## src/hw/rtl/swd_pkg.sv

```systemverilog
// Shared types and constants for the still window detector.
// Request structs for both channels and the control state enum.
// No dependencies.
package swd_pkg;

  localparam int unsigned SAMPLE_W   = 12;
  localparam int unsigned SAMPLE_MAX = 4095;
  localparam int unsigned MEAN_W     = 16;
  localparam int unsigned FRAC_W     = 4;
  localparam int unsigned WNUM_W     = 16;
  localparam int unsigned THR_W      = 13;
  localparam int unsigned AXES       = 3;

  localparam logic [THR_W-1:0] THR_RESET = 13'd64;

  localparam int unsigned WINDOW_LEN_DEF = 160;
  localparam int unsigned STEP_DEF       = 10;

  typedef struct packed {
    logic [SAMPLE_W-1:0] x_sample;
    logic [SAMPLE_W-1:0] y_sample;
    logic [SAMPLE_W-1:0] z_sample;
  } swd_in_t;

  typedef struct packed {
    logic [WNUM_W-1:0]   window_number;
    logic [SAMPLE_W-1:0] x_lowest;
    logic [SAMPLE_W-1:0] x_highest;
    logic [MEAN_W-1:0]   x_mean;
    logic [SAMPLE_W-1:0] y_lowest;
    logic [SAMPLE_W-1:0] y_highest;
    logic [MEAN_W-1:0]   y_mean;
    logic [SAMPLE_W-1:0] z_lowest;
    logic [SAMPLE_W-1:0] z_highest;
    logic [MEAN_W-1:0]   z_mean;
  } swd_out_t;

  typedef enum logic [2:0] {
    ST_ACCUM,
    ST_MERGE,
    ST_EVAL,
    ST_DIVIDE,
    ST_EMIT
  } swd_state_e;

endpackage

```

## src/hw/rtl/swd_block_cell.sv

```systemverilog
// One stage of the block summary chain: per-axis min, max and sum of a block.
// Loads its upstream neighbor on shift. Uses swd_pkg.
module swd_block_cell #(
  parameter int unsigned SUM_W = 16
) (
  input  logic                                         clk_i,
  input  logic                                         shift_i,
  input  logic [swd_pkg::AXES-1:0][swd_pkg::SAMPLE_W-1:0] lo_i,
  input  logic [swd_pkg::AXES-1:0][swd_pkg::SAMPLE_W-1:0] hi_i,
  input  logic [swd_pkg::AXES-1:0][SUM_W-1:0]             sum_i,
  output logic [swd_pkg::AXES-1:0][swd_pkg::SAMPLE_W-1:0] lo_o,
  output logic [swd_pkg::AXES-1:0][swd_pkg::SAMPLE_W-1:0] hi_o,
  output logic [swd_pkg::AXES-1:0][SUM_W-1:0]             sum_o
);
  import swd_pkg::*;

  logic [AXES-1:0][SAMPLE_W-1:0] lo_q, lo_d;
  logic [AXES-1:0][SAMPLE_W-1:0] hi_q, hi_d;
  logic [AXES-1:0][SUM_W-1:0]    sum_q, sum_d;

  always_comb begin
    lo_d  = shift_i ? lo_i  : lo_q;
    hi_d  = shift_i ? hi_i  : hi_q;
    sum_d = shift_i ? sum_i : sum_q;
  end

  always_ff @(posedge clk_i) begin
    lo_q  <= lo_d;
    hi_q  <= hi_d;
    sum_q <= sum_d;
  end

  assign lo_o  = lo_q;
  assign hi_o  = hi_q;
  assign sum_o = sum_q;

endmodule

```

## src/hw/rtl/swd_mean_div.sv

```systemverilog
// Reciprocal-multiply divider: mean = floor(sum * 16 / DIVISOR).
// One registered multiply; done follows start in the next cycle. Uses swd_pkg.
module swd_mean_div #(
  parameter int unsigned SUM_W   = 22,
  parameter int unsigned DIVISOR = 160
) (
  input  logic                       clk_i,
  input  logic                       rst_ni,
  input  logic                       start_i,
  input  logic [SUM_W-1:0]           sum_i,
  output logic                       done_o,
  output logic [swd_pkg::MEAN_W-1:0] mean_o
);
  import swd_pkg::*;

  localparam int unsigned DIV_W  = SUM_W + FRAC_W;
  // 2^SHIFT >= dividend range * DIVISOR keeps the rounded-up reciprocal exact
  localparam int unsigned SHIFT  = DIV_W + $clog2(DIVISOR);
  localparam int unsigned REC_W  = DIV_W + 1;
  localparam int unsigned PROD_W = DIV_W + REC_W;
  localparam logic [63:0] RECIP_FULL =
    ((64'd1 << SHIFT) + 64'(DIVISOR) - 64'd1) / 64'(DIVISOR);
  localparam logic [REC_W-1:0] RECIP = RECIP_FULL[REC_W-1:0];

  logic [DIV_W-1:0]  dvd;
  logic [PROD_W-1:0] prod;
  logic              done_q;
  logic [MEAN_W-1:0] mean_q, mean_d;

  always_comb begin
    dvd    = {sum_i, FRAC_W'(0)};
    prod   = PROD_W'(dvd) * PROD_W'(RECIP);
    mean_d = start_i ? prod[SHIFT +: MEAN_W] : mean_q;
  end

  always_ff @(posedge clk_i or negedge rst_ni) begin
    if (!rst_ni) begin
      done_q <= 1'b0;
    end else begin
      done_q <= start_i;
    end
  end

  always_ff @(posedge clk_i) begin
    mean_q <= mean_d;
  end

  assign done_o = done_q;
  assign mean_o = mean_q;

endmodule

```

## src/hw/rtl/still_window_detector.sv

```systemverilog
// Still window detector top level: block accumulator, block summary chain,
// window merge, range check and mean dividers. Uses swd_pkg, swd_block_cell,
// swd_mean_div.
//
// Usage: one x/y/z sample per input request (in_valid_i / in_stall_o).
// Samples form blocks of STEP; a window is WINDOW_LEN/STEP blocks and a new
// window ends at every block once WINDOW_LEN samples have arrived. A still
// window (every axis max-min below the threshold) yields one output request
// with min, max and mean (4 fraction bits) per axis; other windows yield none.
// Throughput: one sample per cycle inside a block, while in_stall_o is low. The
// sample that closes a window is followed by rotating the summary chain, block
// by block, through the merge unit and then a range check; a still window adds
// a multiply for the means and a load of the output register. in_stall_o is
// high throughout these steps, and out_valid_o rises once the output register
// is loaded.
// The output register holds a result while out_stall_i is high and input
// samples keep being accepted; a further result waits until it is taken,
// with in_stall_o high meanwhile.
// Threshold is written through cfg_we_i/cfg_wdata_i; reset value 64.
// Reset clears the block accumulator, counters and the output valid; the
// chain contents are not cleared and are only read once fully written.
module still_window_detector #(
  parameter int unsigned WINDOW_LEN = swd_pkg::WINDOW_LEN_DEF,
  parameter int unsigned STEP       = swd_pkg::STEP_DEF
) (
  input  logic                      clk_i,
  input  logic                      rst_ni,
  input  logic                      in_valid_i,
  output logic                      in_stall_o,
  input  swd_pkg::swd_in_t          in_data_i,
  output logic                      out_valid_o,
  input  logic                      out_stall_i,
  output swd_pkg::swd_out_t         out_data_o,
  input  logic                      cfg_we_i,
  input  logic [swd_pkg::THR_W-1:0] cfg_wdata_i
);
  import swd_pkg::*;

  localparam int unsigned NBLK   = WINDOW_LEN / STEP;
  localparam int unsigned BSUM_W = $clog2(STEP * SAMPLE_MAX + 1);
  localparam int unsigned WSUM_W = $clog2(NBLK * STEP * SAMPLE_MAX + 1);
  localparam int unsigned CNT_W  = $clog2(NBLK + 1);
  localparam int unsigned SIB_W  = $clog2(STEP + 1);

  swd_state_e state_q, state_d;

  logic [THR_W-1:0] thr_q;
  logic [SIB_W-1:0] sib_q, sib_d;
  logic [CNT_W-1:0] fill_q, fill_d;
  logic [CNT_W-1:0] mcnt_q, mcnt_d;
  logic [WNUM_W-1:0] blocks_q, blocks_d;

  logic [AXES-1:0][SAMPLE_W-1:0] acc_lo_q, acc_lo_d, nb_lo;
  logic [AXES-1:0][SAMPLE_W-1:0] acc_hi_q, acc_hi_d, nb_hi;
  logic [AXES-1:0][BSUM_W-1:0]   acc_sum_q, acc_sum_d, nb_sum;
  logic [AXES-1:0][SAMPLE_W-1:0] smp;

  logic [AXES-1:0][SAMPLE_W-1:0] w_lo_q, w_lo_d;
  logic [AXES-1:0][SAMPLE_W-1:0] w_hi_q, w_hi_d;
  logic [AXES-1:0][WSUM_W-1:0]   w_sum_q, w_sum_d;

  logic [AXES-1:0][SAMPLE_W-1:0] ch_lo  [NBLK+1];
  logic [AXES-1:0][SAMPLE_W-1:0] ch_hi  [NBLK+1];
  logic [AXES-1:0][BSUM_W-1:0]   ch_sum [NBLK+1];

  logic [AXES-1:0][MEAN_W-1:0] mean;
  logic [AXES-1:0]             div_done;

  logic accept, push, window_full, rotate, still, div_start, out_load;
  logic out_valid_q, out_valid_d;
  swd_out_t out_q, out_d;

  // ---------------- threshold register
  always_ff @(posedge clk_i or negedge rst_ni) begin
    if (!rst_ni) begin
      thr_q <= THR_RESET;
    end else if (cfg_we_i) begin
      thr_q <= cfg_wdata_i;
    end
  end

  // ---------------- control outputs
  always_comb begin
    in_stall_o  = (state_q != ST_ACCUM);
    accept      = in_valid_i && (state_q == ST_ACCUM);
    push        = accept && (sib_q == SIB_W'(STEP - 1));
    window_full = push && (fill_q >= CNT_W'(NBLK - 1));
    rotate      = (state_q == ST_MERGE);
    div_start   = (state_q == ST_EVAL) && still;
    out_load    = (state_q == ST_EMIT) && (!out_valid_q || !out_stall_i);
  end

  // ---------------- next state
  always_comb begin
    state_d = state_q;
    case (state_q)
      ST_ACCUM:  if (window_full) state_d = ST_MERGE;
      ST_MERGE:  if (mcnt_q == CNT_W'(NBLK - 1)) state_d = ST_EVAL;
      ST_EVAL:   state_d = still ? ST_DIVIDE : ST_ACCUM;
      ST_DIVIDE: if (&div_done) state_d = ST_EMIT;
      ST_EMIT:   if (out_load) state_d = ST_ACCUM;
      default:   state_d = ST_ACCUM;
    endcase
  end

  // ---------------- block accumulator
  assign smp[0] = in_data_i.x_sample;
  assign smp[1] = in_data_i.y_sample;
  assign smp[2] = in_data_i.z_sample;

  always_comb begin
    for (int a = 0; a < AXES; a++) begin
      nb_lo[a]  = (smp[a] < acc_lo_q[a]) ? smp[a] : acc_lo_q[a];
      nb_hi[a]  = (smp[a] > acc_hi_q[a]) ? smp[a] : acc_hi_q[a];
      nb_sum[a] = acc_sum_q[a] + BSUM_W'(smp[a]);
    end
    acc_lo_d  = acc_lo_q;
    acc_hi_d  = acc_hi_q;
    acc_sum_d = acc_sum_q;
    sib_d     = sib_q;
    fill_d    = fill_q;
    blocks_d  = blocks_q;
    if (push) begin
      for (int a = 0; a < AXES; a++) begin
        acc_lo_d[a]  = SAMPLE_W'(SAMPLE_MAX);
        acc_hi_d[a]  = '0;
        acc_sum_d[a] = '0;
      end
      sib_d    = '0;
      blocks_d = blocks_q + WNUM_W'(1);
      if (fill_q != CNT_W'(NBLK)) fill_d = fill_q + CNT_W'(1);
    end else if (accept) begin
      acc_lo_d  = nb_lo;
      acc_hi_d  = nb_hi;
      acc_sum_d = nb_sum;
      sib_d     = sib_q + SIB_W'(1);
    end
  end

  // ---------------- summary chain; head takes a new block or the tail
  assign ch_lo[0]  = push ? nb_lo  : ch_lo[NBLK];
  assign ch_hi[0]  = push ? nb_hi  : ch_hi[NBLK];
  assign ch_sum[0] = push ? nb_sum : ch_sum[NBLK];

  for (genvar k = 0; k < NBLK; k++) begin : g_chain
    swd_block_cell #(
      .SUM_W (BSUM_W)
    ) u_stage (
      .clk_i   (clk_i),
      .shift_i (push || rotate),
      .lo_i    (ch_lo[k]),
      .hi_i    (ch_hi[k]),
      .sum_i   (ch_sum[k]),
      .lo_o    (ch_lo[k+1]),
      .hi_o    (ch_hi[k+1]),
      .sum_o   (ch_sum[k+1])
    );
  end

  // ---------------- window merge, one block per cycle from the tail
  always_comb begin
    w_lo_d  = w_lo_q;
    w_hi_d  = w_hi_q;
    w_sum_d = w_sum_q;
    mcnt_d  = mcnt_q;
    if (rotate) begin
      mcnt_d = (mcnt_q == CNT_W'(NBLK - 1)) ? '0 : mcnt_q + CNT_W'(1);
      for (int a = 0; a < AXES; a++) begin
        if (mcnt_q == '0) begin
          w_lo_d[a]  = ch_lo[NBLK][a];
          w_hi_d[a]  = ch_hi[NBLK][a];
          w_sum_d[a] = WSUM_W'(ch_sum[NBLK][a]);
        end else begin
          w_lo_d[a]  = (ch_lo[NBLK][a] < w_lo_q[a]) ? ch_lo[NBLK][a] : w_lo_q[a];
          w_hi_d[a]  = (ch_hi[NBLK][a] > w_hi_q[a]) ? ch_hi[NBLK][a] : w_hi_q[a];
          w_sum_d[a] = w_sum_q[a] + WSUM_W'(ch_sum[NBLK][a]);
        end
      end
    end
  end

  always_comb begin
    still = 1'b1;
    for (int a = 0; a < AXES; a++) begin
      if (THR_W'(w_hi_q[a] - w_lo_q[a]) >= thr_q) still = 1'b0;
    end
  end

  // ---------------- mean dividers
  for (genvar a = 0; a < AXES; a++) begin : g_div
    swd_mean_div #(
      .SUM_W   (WSUM_W),
      .DIVISOR (WINDOW_LEN)
    ) u_div (
      .clk_i   (clk_i),
      .rst_ni  (rst_ni),
      .start_i (div_start),
      .sum_i   (w_sum_q[a]),
      .done_o  (div_done[a]),
      .mean_o  (mean[a])
    );
  end

  // ---------------- output register
  always_comb begin
    out_d = out_q;
    if (out_load) begin
      out_d.window_number = blocks_q - WNUM_W'(NBLK);
      out_d.x_lowest      = w_lo_q[0];
      out_d.x_highest     = w_hi_q[0];
      out_d.x_mean        = mean[0];
      out_d.y_lowest      = w_lo_q[1];
      out_d.y_highest     = w_hi_q[1];
      out_d.y_mean        = mean[1];
      out_d.z_lowest      = w_lo_q[2];
      out_d.z_highest     = w_hi_q[2];
      out_d.z_mean        = mean[2];
    end
    out_valid_d = out_load || (out_valid_q && out_stall_i);
  end

  // ---------------- registers
  always_ff @(posedge clk_i or negedge rst_ni) begin
    if (!rst_ni) begin
      state_q     <= ST_ACCUM;
      sib_q       <= '0;
      fill_q      <= '0;
      mcnt_q      <= '0;
      blocks_q    <= '0;
      out_valid_q <= 1'b0;
      for (int a = 0; a < AXES; a++) begin
        acc_lo_q[a]  <= SAMPLE_W'(SAMPLE_MAX);
        acc_hi_q[a]  <= '0;
        acc_sum_q[a] <= '0;
      end
    end else begin
      state_q     <= state_d;
      sib_q       <= sib_d;
      fill_q      <= fill_d;
      mcnt_q      <= mcnt_d;
      blocks_q    <= blocks_d;
      out_valid_q <= out_valid_d;
      acc_lo_q    <= acc_lo_d;
      acc_hi_q    <= acc_hi_d;
      acc_sum_q   <= acc_sum_d;
    end
  end

  always_ff @(posedge clk_i) begin
    w_lo_q  <= w_lo_d;
    w_hi_q  <= w_hi_d;
    w_sum_q <= w_sum_d;
    out_q   <= out_d;
  end

  assign out_valid_o = out_valid_q;
  assign out_data_o  = out_q;

  // ---------------- assertions
  assert property (@(posedge clk_i) disable iff (!rst_ni)
    fill_q <= CNT_W'(NBLK))
    else $error("fill count above chain depth");

  assert property (@(posedge clk_i) disable iff (!rst_ni)
    $rose(out_valid_q) |-> $past(state_q == ST_EMIT))
    else $error("result appeared outside emit");

  assert property (@(posedge clk_i) disable iff (!rst_ni)
    (state_q == ST_MERGE) |-> (fill_q == CNT_W'(NBLK)))
    else $error("merge started before chain was full");

  assert property (@(posedge clk_i) disable iff (!rst_ni)
    (state_q == ST_EVAL) |-> $past(state_q == ST_MERGE))
    else $error("range check without merge");

endmodule
```

## config.mk

```make
export PLATFORM = sky130hd
export DESIGN_NAME = still_window_detector
export DESIGN_NICKNAME = d
export VERILOG_FILES = /design/src/hw/rtl/swd_pkg.sv /design/src/hw/rtl/swd_block_cell.sv /design/src/hw/rtl/swd_mean_div.sv /design/src/hw/rtl/still_window_detector.sv
export SDC_FILE = /design/constraint.sdc
export NUM_CORES = 2
export LEC_CHECK = 0
export ABC_CLOCK_PERIOD_IN_PS = 63900
export BUFFER_PORTS_ARGS = -buffer_cell sky130_fd_sc_hd__buf_2
export CELL_PAD_IN_SITES_DETAIL_PLACEMENT = 0
export CELL_PAD_IN_SITES_GLOBAL_PLACEMENT = 1
export CORE_MARGIN = 1.5
export CORE_UTILIZATION = 54
export DETAILED_ROUTE_END_ITERATION = 8
export PLACE_DENSITY_LB_ADDON = 0.2
export SETUP_SLACK_MARGIN = 0.05
export SYNTH_ARGS = -nofsm -noshare
export SYNTH_HDL_FRONTEND = slang
export SYNTH_SLANG_ARGS = --single-unit
export TNS_END_PERCENT = 100
```

## constraint.sdc

```tcl
create_clock -name clk_i -period 63.9 [get_ports clk_i]
set_input_delay 9.585 -clock clk_i [delete_from_list [all_inputs] [get_ports clk_i]]
set_output_delay 9.585 -clock clk_i [all_outputs]
set_load 0.02 [all_outputs]
```

==> summary.md <==
| Metric | Value |
|---|---|
| Critical path's slowest cell | `buf_4` |
| Reg2reg setup slack | `56.75 ns` |
| Worst r2r src | `w_sum_q[32]` |
| Register bit total from synthesis | `2404` |
| Clk root buf | `clkbuf_16` |
| EDFF count, synth | `2236` |
| Worst-margin pin slew | `1.29 ns` |
| First-pass GRT wire length | `302 mm` |
| Largest net degree at the start of global routing | `212` |
| CP peak stage delay | `1.03 ns` |
| DRT antenna net count | `0` |
| Resized cells post-CTS | `0` |
| Final estimated routing congestion in global placement | `0.860` |
| Hold Crit Endpoint | `g_chain[7].u_stage.lo_o[11]` |
| Area grow syn2layout | `11.7%` |
| Outcome | `complete, no violations` |
| Worst Path Arrival | `14.66 ns` |
| Met1 Resource Use GR | `29.4%` |
| Clk buf depth | `3` |
| CP Class | `primary input to flop` |
| Vias in the first global route | `51500` |
| Delay-heaviest family, CP | `buffers and inverters` |
| Startpoint Class | `primary input` |
| CP required | `64.40 ns` |
| Final min period | `14.16 ns` |
| Via density per instance | `5.35` |
| # fillers | `14300` |
| FMAX | `70.6 MHz` |
| Post-CTS Repair Setup Buffers | `0` |
| Syn avg cell area | `16.3 sq um` |
| Final setup vio count | `0` |
| Avg WL per Cell | `20.3 um` |
| Worst-path clk slew | `0.06 ns` |
| CTS sink count | `2404` |
| Post-synth top flop | `edfxtp_1` |
| Syn nets | `7639` |
| Grt total ovfl | `0` |
| Util after Layout | `60.6%` |
| Initial Util | `54.3%` |
| Inserted Clock Buffers | `229` |
| Final Routed Wirelength | `194 mm` |
| Post-DP HPWL | `136 mm` |
| Worst reg-to-reg path cell count | `25` |
| Final worst slack | `49.74 ns` |
| Core area | `0.192 sq mm` |
| CTS tree | `yes` |
| Slew HR | `14.2%` |
| Worst setup EP type | `flop` |
| Worst Clk Skew | `0.0829 ns` |
| DRC | `0` |
| Tot GR Track Use | `20.2%` |
| Chip width | `443 um` |
| Crit. Startpoint | `in_valid_i` |
| Post-synthesis sequential area ratio | `68.4%` |
| Clock Latency Late Sink | `0.88 ns` |
| Crit-path max FO | `211` |
| Min-delay worst type | `flop to flop` |
| Final hold vios | `0` |
| Most frequent cell on the critical path | `buf_4` |
| FFs w/ async S/R, synth | `6.99%` |
| Max-cap violations | `0` |
| Met3 Track Usage GR | `2.86%` |
| Site Rows | `161` |
| Critical R2R Capture | `g_div[1].u_div.mean_o[15]` |
| Mapped Area | `0.104 sq mm` |
| Worst Path Buf+Inv | `5` |
| Hold_buf cts | `0` |
| Library cells used by synthesis | `86` |
| Met2 GRT Util | `32.0%` |
| Layout cells sized above 1 | `10.0%` |
| Cell count after synthesis | `6412` |
| YS warnings | `0` |
| DR vias | `51000` |
| Initial DRC Count | `3795` |
| Final nets | `8029` |
| Slew Limit Fails | `0` |
| Dpl ws | `48.76 ns` |
| Die height | `443 um` |
| I/O Pins | `192` |
| Crit-path cells | `buf_2, and2_1, nand2_4, nand2_4, buf_4, buf_4, buf_12, buf_4` |
| H-tree levels | `4` |
| Most Used Layer, Global Route | `met2` |
| Period utilization | `22.2%` |
| Hold path depth | `0` |
| Full die area | `0.196 sq mm` |
| Hold path start | `g_chain[6].u_stage.lo_o[11]` |
| RSZ-0062 raised after global routing | `false` |
| Count of buffers from port buffering | `191` |
| Pre-antenna DRT Iters | `5` |
| Initial antenna violation count | `23` |
| Setup TNS | `0 ns` |
## sequential cells by signal, indices dropped and copies added (netlist names)
signal	cells
acc_hi_q	36
acc_lo_q	36
acc_sum_q	48
blocks_q	16
fill_q	5
g_chain.u_stage.hi_o	576
g_chain.u_stage.lo_o	576
g_chain.u_stage.sum_o	768
g_div.u_div.done_o	1
g_div.u_div.mean_o	48
mcnt_q	5
out_data_o	136
out_valid_o	1
sib_q	4
state_q	3
thr_q	13
w_hi_q	36
w_lo_q	36
w_sum_q	60
## synthesized netlist by cell type, types with 14 or more instances
library cell | count | share of area [%]
mux2i_1 | 79 | 0.76
o21ai_0 | 239 | 1.1
a22o_1 | 58 | 0.49
fa_1 | 339 | 6.5
nand3_1 | 52 | 0.25
edfxtp_1 | 2236 | 64
o211ai_1 | 14 | 0.10
nand4_1 | 39 | 0.23
or3_1 | 20 | 0.12
inv_1 | 749 | 2.7
and3_1 | 32 | 0.19
o21a_1 | 22 | 0.16
o22a_1 | 36 | 0.30
xnor2_1 | 132 | 1.1
o21ai_1 | 19 | 0.091
nand2_1 | 317 | 1.1
a21o_1 | 153 | 1.1
nor3_1 | 37 | 0.18
xor2_1 | 74 | 0.62
nor2b_1 | 39 | 0.23
ha_1 | 834 | 10
a31oi_1 | 21 | 0.13
nand2b_1 | 27 | 0.16
dfrtp_1 | 131 | 3.1
a21oi_1 | 197 | 0.95
clkbuf_1 | 59 | 0.21
o21bai_1 | 28 | 0.20
nor2_1 | 165 | 0.59
dfstp_2 | 37 | 0.93
## routing by layer
metal / part of all wire, % / routed length [um] / up-vias
met4: 2.4 / 4720 / 6
met2: 47 / 91900 / 937
met3: 4.1 / 7860 / 304
met5: 0.018 / 34 / -
met1: 46 / 89500 / 25500
li1: - / - / 24200
## logic make-up (layout without fill, tap and decap cells)
group | after synthesis | after routing | share of synthesized area, %
fa+ha+maj | 1173 | 1173 | 16.5
simple gates | 787 | 787 | 3.54
other cells | 0 | 9 | 0
mux | 85 | 85 | 0.823
xor+xnor | 206 | 206 | 1.73
compound gates | 925 | 925 | 5.88
buf+inv | 832 | 1426 | 3.06
flops | 2404 | 2404 | 68.4
## cell type report
cell class / instances / area (sq um) / area share [%]
Inverter: 750 / 2820 / 2.42
Sequential cell: 2404 / 71400 / 61.3
Tap cell: 2526 / 3160 / 2.71
Clock inverter: 149 / 1930 / 1.66
Multi-Input combinational cell: 3176 / 29800 / 25.6
Clock buffer: 286 / 6080 / 5.22
Timing Repair Buffer: 241 / 1350 / 1.16
Antenna cell: 9 / 22.5 / 0.0193
## worst max path at each step
stage	end	slack [ns]	cells past startpoint
global placement	g_chain[2].u_stage.lo_o[28]	48.90	8
CTS	g_chain[7].u_stage.sum_o[46]	49.73	8
floorplan	g_chain[0].u_stage.hi_o[0]	9.64	5
global route	g_chain[15].u_stage.lo_o[34]	49.25	8
finish	g_chain[12].u_stage.hi_o[29]	49.74	8
detailed placement	g_chain[3].u_stage.lo_o[28]	48.76	8
## cell usage in the layout, fill, tap and decap left out, drive strengths merged, types with 22 or more instances in the layout
| cell type | Yosys | layout |
|---|---|---|
| xor2 | 74 | 74 |
| dfrtp | 131 | 131 |
| a31oi | 22 | 22 |
| o21bai | 29 | 29 |
| clkinv | 1 | 93 |
| bufinv | 0 | 33 |
| nand2 | 318 | 318 |
| nor2 | 167 | 167 |
| xnor2 | 132 | 132 |
| edfxtp | 2236 | 2236 |
| a22o | 58 | 58 |
| clkbuf | 59 | 287 |
| a21o | 153 | 153 |
| inv | 749 | 758 |
| ha | 834 | 834 |
| nand2b | 29 | 29 |
| mux2i | 79 | 79 |
| fa | 339 | 339 |
| o21ai | 258 | 258 |
| nor3 | 38 | 38 |
| nand4 | 40 | 40 |
| buf | 23 | 240 |
| nor2b | 39 | 39 |
| a21oi | 203 | 203 |
| o21a | 22 | 22 |
| nand3 | 52 | 52 |
| dfstp | 37 | 37 |
| o22a | 36 | 36 |
| and3 | 32 | 32 |
## metrics by stage
step | std cells | hold WS [ns] | area [sq um]
after floorplan | 6412 | 0.400 | 104000
after global placement | 9097 | 0.400 | 109000
after detailed placement | 9097 | 0.405 | 109000
after CTS | 9532 | 0.372 | 117000
after global routing | 9541 | 0.375 | 117000
final | 9541 | 0.361 | 117000
Power is not shown: default switching activity piles up to over one toggle a cycle in this logic, so the estimate is an artifact.
